$ cat src/design/nlej_pkg.sv
// ----------------------------------------------------------------------------
// nlej_pkg
// Shared types, codes and helpers for the nested-loop equi-join engine.
// ----------------------------------------------------------------------------
package nlej_pkg;

    localparam int TABLE_ROWS = 64;
    localparam int FIELD_BITS = 32;
    localparam int WORD_BITS  = 32;
    localparam int IDX_W      = $clog2(TABLE_ROWS);
    localparam int CNT_W      = $clog2(TABLE_ROWS + 1);

    typedef logic [FIELD_BITS-1:0] col_t;
    typedef logic [WORD_BITS-1:0]  word_t;
    typedef logic [CNT_W-1:0]      cnt_t;

    typedef struct packed {
        col_t id;
        col_t val1;
        col_t val2;
    } row_t;

    typedef enum logic [1:0] {
        FUNC_LOAD  = 2'd0,
        FUNC_PROBE = 2'd1,
        FUNC_CLEAR = 2'd2
    } func_t;

    typedef enum logic [2:0] {
        ST_MATCH   = 3'd0,
        ST_NOMATCH = 3'd1,
        ST_STORED  = 3'd2,
        ST_FULL    = 3'd3,
        ST_CLEARED = 3'd4
    } status_t;

    localparam logic [1:0] KEY_ID   = 2'd0;
    localparam logic [1:0] KEY_VAL1 = 2'd1;
    localparam logic [1:0] KEY_VAL2 = 2'd2;

    localparam logic [1:0] KEY_ADDR = 2'd0;

    typedef enum logic [1:0] {
        S_IDLE,
        S_RESP,
        S_SCAN,
        S_FINISH
    } state_t;

    typedef enum logic [1:0] {
        EMIT_RESP,
        EMIT_MID,
        EMIT_FINAL
    } emit_t;

    typedef struct packed {
        logic  capture;
        func_t op;
        logic  scan_step;
        logic  emit;
        emit_t emit_sel;
    } dp_cmd_t;

    typedef struct packed {
        logic hit;
        logic pending;
        logic scan_done;
        logic out_free;
    } dp_status_t;

    function automatic col_t to_col(input word_t v);
        logic [63:0] w;
        w = 64'(v);
        return w[FIELD_BITS-1:0];
    endfunction

    function automatic word_t to_word(input col_t c);
        logic [63:0] w;
        w = 64'(c);
        return w[WORD_BITS-1:0];
    endfunction

endpackage

$ cat src/design/nlej_ctrl.sv
// ----------------------------------------------------------------------------
// nlej_ctrl
// Sequencer: takes one word at a time, runs the table scan, issues emits.
// ----------------------------------------------------------------------------
module nlej_ctrl
    import nlej_pkg::*;
(
    input  logic       clk,
    input  logic       rst_n,
    input  logic       in_valid,
    output logic       in_stall,
    input  logic [1:0] func,
    input  dp_status_t stat,
    output dp_cmd_t    cmd
);

    state_t state_reg;
    state_t state_next;
    logic   accept;

    assign accept = in_valid && (state_reg == S_IDLE);

    always_ff @(posedge clk or negedge rst_n)
    begin
        if (!rst_n)
        begin
            state_reg <= S_IDLE;
        end
        else
        begin
            state_reg <= state_next;
        end
    end

    always_comb
    begin
        state_next = state_reg;
        unique case (state_reg)
            S_IDLE:
            begin
                if (accept)
                begin
                    case (func_t'(func))
                        FUNC_LOAD, FUNC_CLEAR: state_next = S_RESP;
                        FUNC_PROBE:            state_next = S_SCAN;
                        default:               state_next = S_IDLE;
                    endcase
                end
            end
            S_RESP:
            begin
                if (stat.out_free)
                begin
                    state_next = S_IDLE;
                end
            end
            S_SCAN:
            begin
                if (stat.scan_done)
                begin
                    state_next = S_FINISH;
                end
            end
            S_FINISH:
            begin
                if (stat.out_free)
                begin
                    state_next = S_IDLE;
                end
            end
            default: state_next = S_IDLE;
        endcase
    end

    always_comb
    begin
        in_stall      = 1'b1;
        cmd.capture   = 1'b0;
        cmd.op        = func_t'(func);
        cmd.scan_step = 1'b0;
        cmd.emit      = 1'b0;
        cmd.emit_sel  = EMIT_RESP;
        unique case (state_reg)
            S_IDLE:
            begin
                in_stall    = 1'b0;
                cmd.capture = accept;
            end
            S_RESP:
            begin
                cmd.emit     = stat.out_free;
                cmd.emit_sel = EMIT_RESP;
            end
            S_SCAN:
            begin
                // a second hit pushes out the held one; wait if the output is busy
                if (!stat.scan_done)
                begin
                    cmd.scan_step = !(stat.hit && stat.pending && !stat.out_free);
                    cmd.emit      = stat.hit && stat.pending && stat.out_free;
                    cmd.emit_sel  = EMIT_MID;
                end
            end
            S_FINISH:
            begin
                cmd.emit     = stat.out_free;
                cmd.emit_sel = EMIT_FINAL;
            end
            default:
            begin
                in_stall = 1'b1;
            end
        endcase
    end

endmodule

$ cat config.mk
export PLATFORM = sky130hd
export DESIGN_NAME = nlej_ctrl
export DESIGN_NICKNAME = d
export VERILOG_FILES = /design/src/design/nlej_pkg.sv /design/src/design/nlej_ctrl.sv
export SDC_FILE = /design/constraint.sdc
export NUM_CORES = 1
export LEC_CHECK = 0
export ABC_AREA = 0
export BUFFER_PORTS_ARGS = -buffer_cell sky130_fd_sc_hd__clkbuf_2
export CORE_AREA = 2 2 39 41
export CTS_CLUSTER_SIZE = 24
export DETAILED_ROUTE_END_ITERATION = 10
export DIE_AREA = 0 0 41 43
export PLACE_DENSITY_LB_ADDON = 0.05
export SETUP_SLACK_MARGIN = 0.02
export SKIP_CTS_REPAIR_TIMING = 1
export SLEW_MARGIN = 25
export SYNTH_ARGS = -nofsm -noshare
export SYNTH_HDL_FRONTEND = slang
export SYNTH_SLANG_ARGS = --single-unit
$ cat constraint.sdc
create_clock -name clk -period 3.49 [get_ports clk]
set_clock_uncertainty 0.2 [all_clocks]
set_input_delay 1.047 -clock clk [delete_from_list [all_inputs] [get_ports clk]]
set_output_delay 1.047 -clock clk [all_outputs]
set_load 0.02 [all_outputs]
## Yosys cells after proc, flatten, opt, wreduce, memory -nomap -nowiden

Cells that the tools add are included.

| storage, ports and cells | value |
|---|---|
| output and inout port bits | 8 |
| flip-flop bits (word level) | 2 |

| cells by class | value |
|---|---|
| muxes and demuxes | 10 |
| reduce and logical (&&, ||, !) cells | 11 |
| equality and inequality tests | 8 |

Operators with widths:

| cell | count |
|---|---|
| 3-bit case mux with 3 select lines | 1 |
| 2-bit == test (second input constant) | 3 |
| 2-bit two-way mux | 3 |
| 2-bit case mux with 3 select lines | 1 |
| 2-bit by 1-bit == test with 1-bit output (second input constant) | 2 |
| 1-bit logical AND | 4 |
| 2-bit logical NOT | 2 |
| 4-bit two-way mux | 1 |
| 2-bit inequality test (second input constant) | 2 |
| 2-bit case mux with 2 select lines | 1 |
| 2-bit OR reduction | 2 |
| 1-bit two-way mux | 3 |
| 3-bit AND reduction | 1 |
| 1-bit logical NOT | 2 |
| 2-bit by 1-bit inequality test with 1-bit output (second input constant) | 1 |

## Longest topological paths before layout

Gate-level depths: netlist of the first run.

| depth | value |
|---|---|
| depth in word-level cells | 5 |
| mapped depth | 2 |
| depth with buffers taken out | 2 |

## Worst setup path after synthesis of the first run

OpenSTA, ideal clock, no wires.

| timing | value |
|---|---|
| path type | input -> output |
| from | input port stat[1] (netlist bit) |
| to | output port cmd[3] (netlist bit) |
| arrival time | 1.690 ns |
| path buffers | 0 |
| stages on the path | 2 |
| setup slack | 0.553 ns |
| required time | 2.243 ns |
| cell sequence | nor3b_2 > o21a_1 |

RTL lines:

| item | RTL line | text |
|---|---|---|
| start, declared | nlej_ctrl.sv:13 | `input dp_status_t stat,` |
| end, declared | nlej_ctrl.sv:14 | `output dp_cmd_t cmd` |

==> impl_metrics.yaml, run 1 <==
cells_and_area:
  nets: 46
  layout-drive-gt1-share: 0.629
  antennaDiodeCount: 0
  utilization: 0.200
  syn_to_final_growth_pct: 63.7
  largest_reg_flops: 2
  stdcell_count: 51
  fin_area_um2: 277
  fill_cells: 166
synth:
  synth.distinct_cells: 15
  synth_area_leaders: "dfrtp_1 (30%), buf_4 (8.9%), o21a_1 (8.9%), nor3b_2 (7.4%), and4b_2 (6.7%)"
  synth_top_cell_by_area: "dfrtp_1"
  synth_seq_area_share: 0.296
  synth_top_area_frac: 0.296
  synth_nets: 27
  syn-mean-instance-area_um2: 9.38
  netlist_instances: 18
  netlist_area_um2: 169
  ys_seq_elements: 2
  synth_warnings: 0
detailed_routing:
  dr.first_iter.drc_count: 1
  drc: 0
  num_vias: 190
  routedWlPerCell_um: 9.51
  first_pass_iters: 4
  viasPerCell: 3.73
  totalWireLength_um: 485
  ant_nets: 0
die:
  rows: 14
  dieArea_um2: 1760
  core_area_um2: 1380
  start_util: 0.122
  die_h_um: 43
  die_width_um: 41
  io_pins: 17
power_and_ir_drop:
  p_comb_frac: 0.461
  p_seq_frac: 0.282
  internal_power_mw: 0.112
  switching_share: 0.439
  vdd_drop_max_mv: 0.178
  p_per_area_nw_per_um2: 721
  power_mw: 0.199
  switching_power_mw: 0.0875
  pwr-share-clk: 0.257
  leakagePower_nw: 0.150
clocking:
  cts.clk_slew.worst_paths_ps: 30
  ctsLongestPathBuffers: 2
  cts_buffers: 3
  tritoncts: "yes"
  clockRootBuffer: "clkbuf_4"
  numClockSinks: 2
  clk_latency_ps: 220
  htree_levels: 1
critical_path:
  crit_required_ps: 2240
  crit_path_top_delay_cell: "and4b_2"
  path_common_cell: "clkbuf_2"
  cp.depth: 4
  cp-start-kind: "input pin"
  critPathTopFamily: "buffers and inverters"
  crit_path_max_fanout: 3
  path_cells: "clkbuf_2, and4b_2, o21a_1, clkbuf_2"
  critPathBufInv: 2
  crit_type: "in -> out"
  reg2reg_depth: 2
  endpoint_kind: "output pin"
  cp_data_arrival_time_ps: 1680
  critPathMaxStageDelay_ps: 220
sta:
  tns_ps: 0
  slew_headroom: 0.819
  period_share: 0.838
  rsz0062_at_grt: "false"
  finalHoldViolations: 0
  fin_hold_ws_ps: 401
  max_clock_freq_mhz: 342
  setup_viol: 0
  layout_setup_ws_ps: 564
  final.min_clock_period_ps: 2930
  finalMaxSlewViolations: 0
  worst_pin_slew_ps: 271
placed_design:
  portBuffers: 16
  placed_cells: 48
  post_dp_cell_area_um2: 254
  gp_congestion: 0.596
  pre_cts_slack_ps: 557
grt:
  grt_max_degree: 9
  grt_pass1_wl_um: 683
  grt.total_usage: 0.0631
  grt_pass1_vias: 174
  overflow: 0
  grt_antenna_before_repair: 0
job:
  cap_violations: 0
min_path:
  min_path_type: "in -> async"
outcome:
  outcome: "finished, final reports clean"
==> cell type report <==
cell class	instances	area, um2	share of cell area
inverters	1	3.75	0.0136
repair buffers	16	80.1	0.290
well taps	16	20.0	0.0724
flip-flops and latches	2	50.0	0.181
clock buffers	3	22.5	0.0814
multi-input cells	13	100	0.362
==> cells in the final DEF (no fill, tap or decap), drive strengths merged <==
master / count
clkbuf: 19
nor2: 1
a21oi: 1
inv: 1
and4b: 1
a2bb2oi: 1
a22oi: 1
nor4bb: 1
nor3b: 1
nand2: 1
o21a: 2
or2: 1
and2: 1
dfrtp: 2
or3b: 1
==> metal layers <==
layer / global-route usage / part of all wire
met1: 0.0764 / 0.45
met2: 0.0750 / 0.47
met4: 0.0800 / 0
met5: 0 / 0
met3: 0.0157 / 0.082
==> power groups by stage <==
stage	Sequential [mW]	Combinational, mW	Clock (mW)
6_report	0.0563	0.0919	0.0512
5_1_grt	0.0594	0.0998	0.0566
4_1_cts	0.0567	0.0938	0.0545
3_5_place_dp	0.0569	0.0934	0
3_3_place_gp	0.0572	0.0940	0
2_1_floorplan	0.0481	0.0654	0
==> cells in the mapped netlist <==
cell type,count
a21oi_1,1
a22oi_1,1
a2bb2oi_1,1
and2_2,1
and4b_2,1
buf_4,2
dfrtp_1,2
inv_1,1
nand2_1,1
nor2_1,1
nor3b_2,1
nor4bb_1,1
o21a_1,2
or2_1,1
or3b_1,1
==> kinds of logic after synthesis <==
kind of cell	after synthesis	synth area share
buffers and inverters	3	0.111
flip-flops	2	0.296
AO/OA/AOI/OAI	5	0.215
AND/OR/NAND/NOR	8	0.378
==> worst reg2reg max path: stages (launching register included) <==
cell and delay, ps:
dfrtp_1 430, or3b_1 400, a22oi_1 140
==> path summary, 6_finish.rpt <==
kind | startpoint | end | slack, ps
worst max-delay path | stat[1] | cmd[2] | 560
worst min-delay path | rst_n | state_reg[0]$_DFFE_PN0P_ | 400
worst max register to register | state_reg[1]$_DFFE_PN0P_ | state_reg[0]$_DFFE_PN0P_ | 2230
worst min register to register | state_reg[0]$_DFFE_PN0P_ | state_reg[1]$_DFFE_PN0P_ | 430
max in group asynchronous | rst_n | state_reg[1]$_DFFE_PN0P_ | 2590
min in group clk | state_reg[0]$_DFFE_PN0P_ | state_reg[1]$_DFFE_PN0P_ | 430
No activity file was read; power rests on OpenSTA's default activity.
==> inputs of run 2 (changes only) <==
==> constraint.sdc (replaced) <==
create_clock -name clk -period 2.6 [get_ports clk]
set_clock_uncertainty 0.2 [all_clocks]
set_input_delay 0.78 -clock clk [delete_from_list [all_inputs] [get_ports clk]]
set_output_delay 0.78 -clock clk [all_outputs]
set_load 0.02 [all_outputs]
==> run 2 against run 1 <==
Net effect: clock-buffer cell count unchanged; total power up 33%; design area unchanged; sequential share of layout area unchanged; largest cell class unchanged; setup slack worse by 360 ps; die area unchanged; combinational power up 35%; via count down 1.6%; non-clock buffer count unchanged.
==> impl_metrics.yaml, run 2 (synthesized netlist as in run 1, its figures left out) <==
placed_design:
  gp_congestion: 0.569
  pre_cts_slack_ps: 195
  placed_cells: 48
  post_dp_cell_area_um2: 254
  dp.final_hpwl_um: 387
  portBuffers: 16
critical_path:
  crit_required_ps: 1620
  crit_path_max_fanout: 3
  cp_data_arrival_time_ps: 1420
  crit_path_top_delay_cell: "and4b_2"
  path_common_cell: "clkbuf_2"
  critPathMaxStageDelay_ps: 220
  endpoint_kind: "output pin"
  cp-start-kind: "input pin"
  crit_type: "in -> out"
  path_cells: "clkbuf_2, and4b_2, o21a_1, clkbuf_2"
cells_and_area:
  layout_common_cells: "clkbuf_2 (16), clkbuf_4 (3), o21a_1 (2), dfrtp_1 (2)"
  antennaDiodeCount: 0
  nets: 46
  largest_reg_flops: 2
  stdcell_count: 51
  layout_commonest_cell: "clkbuf_2"
  utilization: 0.200
  layout-drive-gt1-share: 0.629
  syn_to_final_growth_pct: 63.7
  fin_area_um2: 277
  fill_cells: 165
sta:
  period_share: 0.923
  layout_setup_ws_ps: 201
  final.min_clock_period_ps: 2400
  slew_headroom: 0.831
  finalMaxSlewViolations: 0
  fin_hold_ws_ps: 135
  worst_pin_slew_ps: 250
  rsz0062_at_grt: "false"
  finalHoldViolations: 0
  tns_ps: 0
  setup_viol: 0
  max_clock_freq_mhz: 417
clocking:
  clk_latency_ps: 220
  numClockSinks: 2
  htree_levels: 1
  ctsLongestPathBuffers: 2
  tritoncts: "yes"
  clockRootBuffer: "clkbuf_4"
  cts.clk_slew.worst_paths_ps: 30
  cts_buffers: 3
power_and_ir_drop:
  leakagePower_nw: 0.150
  switching_share: 0.434
  pwr-share-clk: 0.258
  switching_power_mw: 0.115
  internal_power_mw: 0.150
  vdd_drop_max_mv: 0.207
  p_seq_frac: 0.277
  power_mw: 0.265
  p_comb_frac: 0.465
  p_per_area_nw_per_um2: 960
grt:
  grt_max_degree: 9
  grt_antenna_before_repair: 0
  overflow: 0
  grt_pass1_wl_um: 772
  grt.total_usage: 0.0691
  grt_pass1_vias: 180
job:
  cap_violations: 0
detailed_routing:
  first_pass_iters: 2
  num_vias: 187
  drc: 0
  viasPerCell: 3.67
  routedWlPerCell_um: 9.41
  dr.first_iter.drc_count: 1
  ant_nets: 0
  totalWireLength_um: 480
outcome:
  outcome: "finished, final reports clean"
die:
  dieArea_um2: 1760
  rows: 14
  start_util: 0.122
  core_area_um2: 1380
  die_h_um: 43
  io_pins: 17
  die_width_um: 41
min_path:
  min_path_type: "in -> async"
-- run 2: cell counts in the layout (fill, tap and decap cells not counted) --
No cell type changed its count.
-- run 2: layout make-up --
cell class                      count  area [um2]  share of cell area
Clock buffer                        3        22.5              0.0814
Tap cell                           16        20.0              0.0724
Sequential cell                     2        50.0               0.181
Multi-Input combinational cell     13         100               0.362
Timing Repair Buffer               16        80.1               0.290
Inverter                            1        3.75              0.0136
-- run 2: layer usage --
metal	routed length (um)	global-route usage	up-vias
met2	250	0.0781	9
met4	0	0.0800	0
met1	190	0.0927	80
met3	40	0.0157	0
met5	0	0	-
li1	-	-	98
-- run 2: worst max-delay path, delay by kind of cell --
family                 cells  cell delay [ps]
AOI/OAI and AO/OA          1              160
buffers and inverters      2              260
and+or+nand+nor            1              220
-- run 2: worst paths after layout --
check / start / to / slack, ps / cells after the start
worst max-delay path: stat[1] / cmd[2] / 200 / 4
worst max register to register: state_reg[1]$_DFFE_PN0P_ / state_reg[0]$_DFFE_PN0P_ / 1350 / 2
worst min-delay path: rst_n / state_reg[1]$_DFFE_PN0P_ / 140 / 1
min in group clk: state_reg[0]$_DFFE_PN0P_ / state_reg[1]$_DFFE_PN0P_ / 410 / 1
worst min register to register: state_reg[0]$_DFFE_PN0P_ / state_reg[1]$_DFFE_PN0P_ / 410 / 1
max in group asynchronous: rst_n / state_reg[0]$_DFFE_PN0P_ / 1970 / 1
-- run 2: power groups by stage --
stage | Sequential [mW] | Combinational, mW | Clock [mW]
after floorplan | 0.0645 | 0.0878 | 0
after global placement | 0.0770 | 0.125 | 0
after detailed placement | 0.0757 | 0.125 | 0
after CTS | 0.0755 | 0.126 | 0.0728
after global routing | 0.0804 | 0.133 | 0.0773
final | 0.0735 | 0.124 | 0.0684
==> inputs of run 3 (changes only) <==
--- a/config.mk
+++ b/config.mk
@@ -5,7 +5,7 @@
 export SDC_FILE = /design/constraint.sdc
 export NUM_CORES = 1
 export LEC_CHECK = 0
-export ABC_AREA = 0
+export ABC_AREA = 1
 export BUFFER_PORTS_ARGS = -buffer_cell sky130_fd_sc_hd__clkbuf_2
 export CORE_AREA = 2 2 39 41
 export CTS_CLUSTER_SIZE = 24
==> run 3 against run 2 <==
Net effect: final cell count increased by 29%; sequential cell count unchanged; sequential share of layout area decreased by 2.2 points; register-to-register slack about the same; largest power group unchanged; first-iteration DRC count increased to 3.0 times the previous value; hold slack got worse by 0.58 ps; via count increased by 27%; critical path depth increased by 1; clock-buffer cell count unchanged; global-route usage increased by 0.60 points; fmax increased by 1.1%; non-clock buffer count unchanged.
==> impl_metrics.yaml, run 3 <==
detailed_routing:
  ant_nets: 0
  num_vias: 237
  routedWlPerCell_um: 8.29
  totalWireLength_um: 547
  first_pass_iters: 2
  dr.first_iter.drc_count: 3
  viasPerCell: 3.59
  drc: 0
synth:
  synth_nets: 42
  netlist_area_um2: 208
  synth_fa_ha_area_frac: 0
  synth_simple_gate_area_frac: 0.373
  synth_most_common_cell: "inv_1"
  syn-mean-instance-area_um2: 6.29
  synthMuxAreaShare: 0
  synth-xor-area-share: 0
  netlist_instances: 33
  synth_top_cell_by_area: "dfrtp_1"
  synth_top_area_frac: 0.241
  ys_seq_elements: 2
  synth_compound_area_frac: 0.133
  ys_top_cells_by_count: "inv_1 (10), nand2_1 (5), nor2_2 (3)"
  synth_area_leaders: "dfrtp_1 (24%), inv_1 (18%), nand2_1 (9.0%), nor2_2 (9.0%), buf_4 (7.2%)"
  ys.flop_type: "dfrtp_1"
  synth_edf_count: 0
  synth_seq_area_share: 0.241
  synth_warnings: 0
  synth_top_family_by_area: "simple AND/OR/NAND/NOR gates"
  synth.distinct_cells: 14
  synth-async-reset-ratio: 1.00
cells_and_area:
  layout_common_cells: "clkbuf_2 (16), inv_1 (10), nand2_1 (5)"
  layout-drive-gt1-share: 0.500
  largest_reg_flops: 2
  syn_to_final_growth_pct: 51.8
  layout_commonest_cell: "clkbuf_2"
  antennaDiodeCount: 0
  nets: 61
  utilization: 0.228
clocking:
  numClockSinks: 2
  cts_buffers: 3
  cts.clk_slew.worst_paths_ps: 30
  tritoncts: "yes"
  ctsLongestPathBuffers: 2
  htree_levels: 1
  clk_latency_ps: 220
  clockRootBuffer: "clkbuf_4"
grt:
  met2_usage: 0.103
  grt_antenna_before_repair: 0
  grt_pass1_vias: 241
  grt.total_usage: 0.0752
  gr-usage-met1: 0.0927
  overflow: 0
  grt.busiest_layer: "met2"
  met3_usage: 0.00524
  grt_max_degree: 8
  grt_pass1_wl_um: 876
die:
  die_h_um: 43
  io_pins: 17
  rows: 14
  core_area_um2: 1380
  dieArea_um2: 1760
  start_util: 0.150
  die_width_um: 41
sta:
  period_share: 0.913
  max_clock_freq_mhz: 421
  slew_headroom: 0.817
  rsz0062_at_grt: "false"
  finalHoldViolations: 0
  layout_setup_ws_ps: 227
  finalMaxSlewViolations: 0
  setup_viol: 0
  worst_pin_slew_ps: 275
  final.min_clock_period_ps: 2370
  tns_ps: 0
critical_path:
  endpoint_kind: "output pin"
  cp-start-kind: "input pin"
  crit_path_max_fanout: 4
  reg2reg_depth: 6
  cp_data_arrival_time_ps: 1390
  crit_required_ps: 1620
  crit_type: "in -> out"
placed_design:
  gp_congestion: 0.707
  portBuffers: 16
  dp.final_hpwl_um: 450
  pre_cts_slack_ps: 224
power_and_ir_drop:
  vdd_drop_max_mv: 0.185
  power_mw: 0.307
  leakagePower_nw: 0.205
  p_per_area_nw_per_um2: 974
job:
  cap_violations: 0
outcome:
  outcome: "finished, final reports clean"
min_path:
  min_path_type: "in -> async"
[run 3: worst paths after layout]
kind / startpoint / end / slack, ps
min: rst_n / state_reg[0]$_DFFE_PN0P_ / 130
max reg2reg: state_reg[0]$_DFFE_PN0P_ / state_reg[1]$_DFFE_PN0P_ / 1350
min reg2reg: state_reg[0]$_DFFE_PN0P_ / state_reg[1]$_DFFE_PN0P_ / 420
max: stat[1] / cmd[3] / 230
min in group clk: state_reg[0]$_DFFE_PN0P_ / state_reg[1]$_DFFE_PN0P_ / 420
max in group asynchronous: rst_n / state_reg[1]$_DFFE_PN0P_ / 1970
[run 3: per-stage QoR]
stage	instance area (um2)	hold WS [ps]	cells
CTS	315	125	66
finish	315	135	66
global placement	293	365	63
detailed placement	293	367	63
global route	315	130	66
floorplan	208	284	33
[run 3: kinds of logic (layout without fill, tap and decap cells)]
logic type,after synthesis,count (layout)
AO/OA/AOI/OAI,5,5
AND/OR/NAND/NOR,14,14
buffers and inverters,12,29
flip-flops,2,2
[run 3: area by class of cell]
class                   instances  area [um2]
repair buffers                 16        80.1
multi-input cells              19         105
fillers                       169        1070
clock buffers                   3        22.5
well taps                      16        20.0
flip-flops and latches          2        50.0
inverters                      10        37.5
[run 3: critical path, cell delays in order]
cell and delay (ps):
clkbuf_2 80, inv_1 70, nand3_2 110, a31oi_1 170, clkbuf_2 190
[run 3: report_power, final]
group          internal (mW)  switching, mW  leakage (nW)
clock network         0.0509         0.0175        0.0138
logic                 0.0604          0.109         0.166
registers             0.0450         0.0245        0.0251
total                  0.156          0.151         0.205
[run 3: layer usage]
layer,share of wire,wire [um]
met1,0.43,237
met2,0.48,260
met3,0.090,49
met4,0,0
met5,0,0
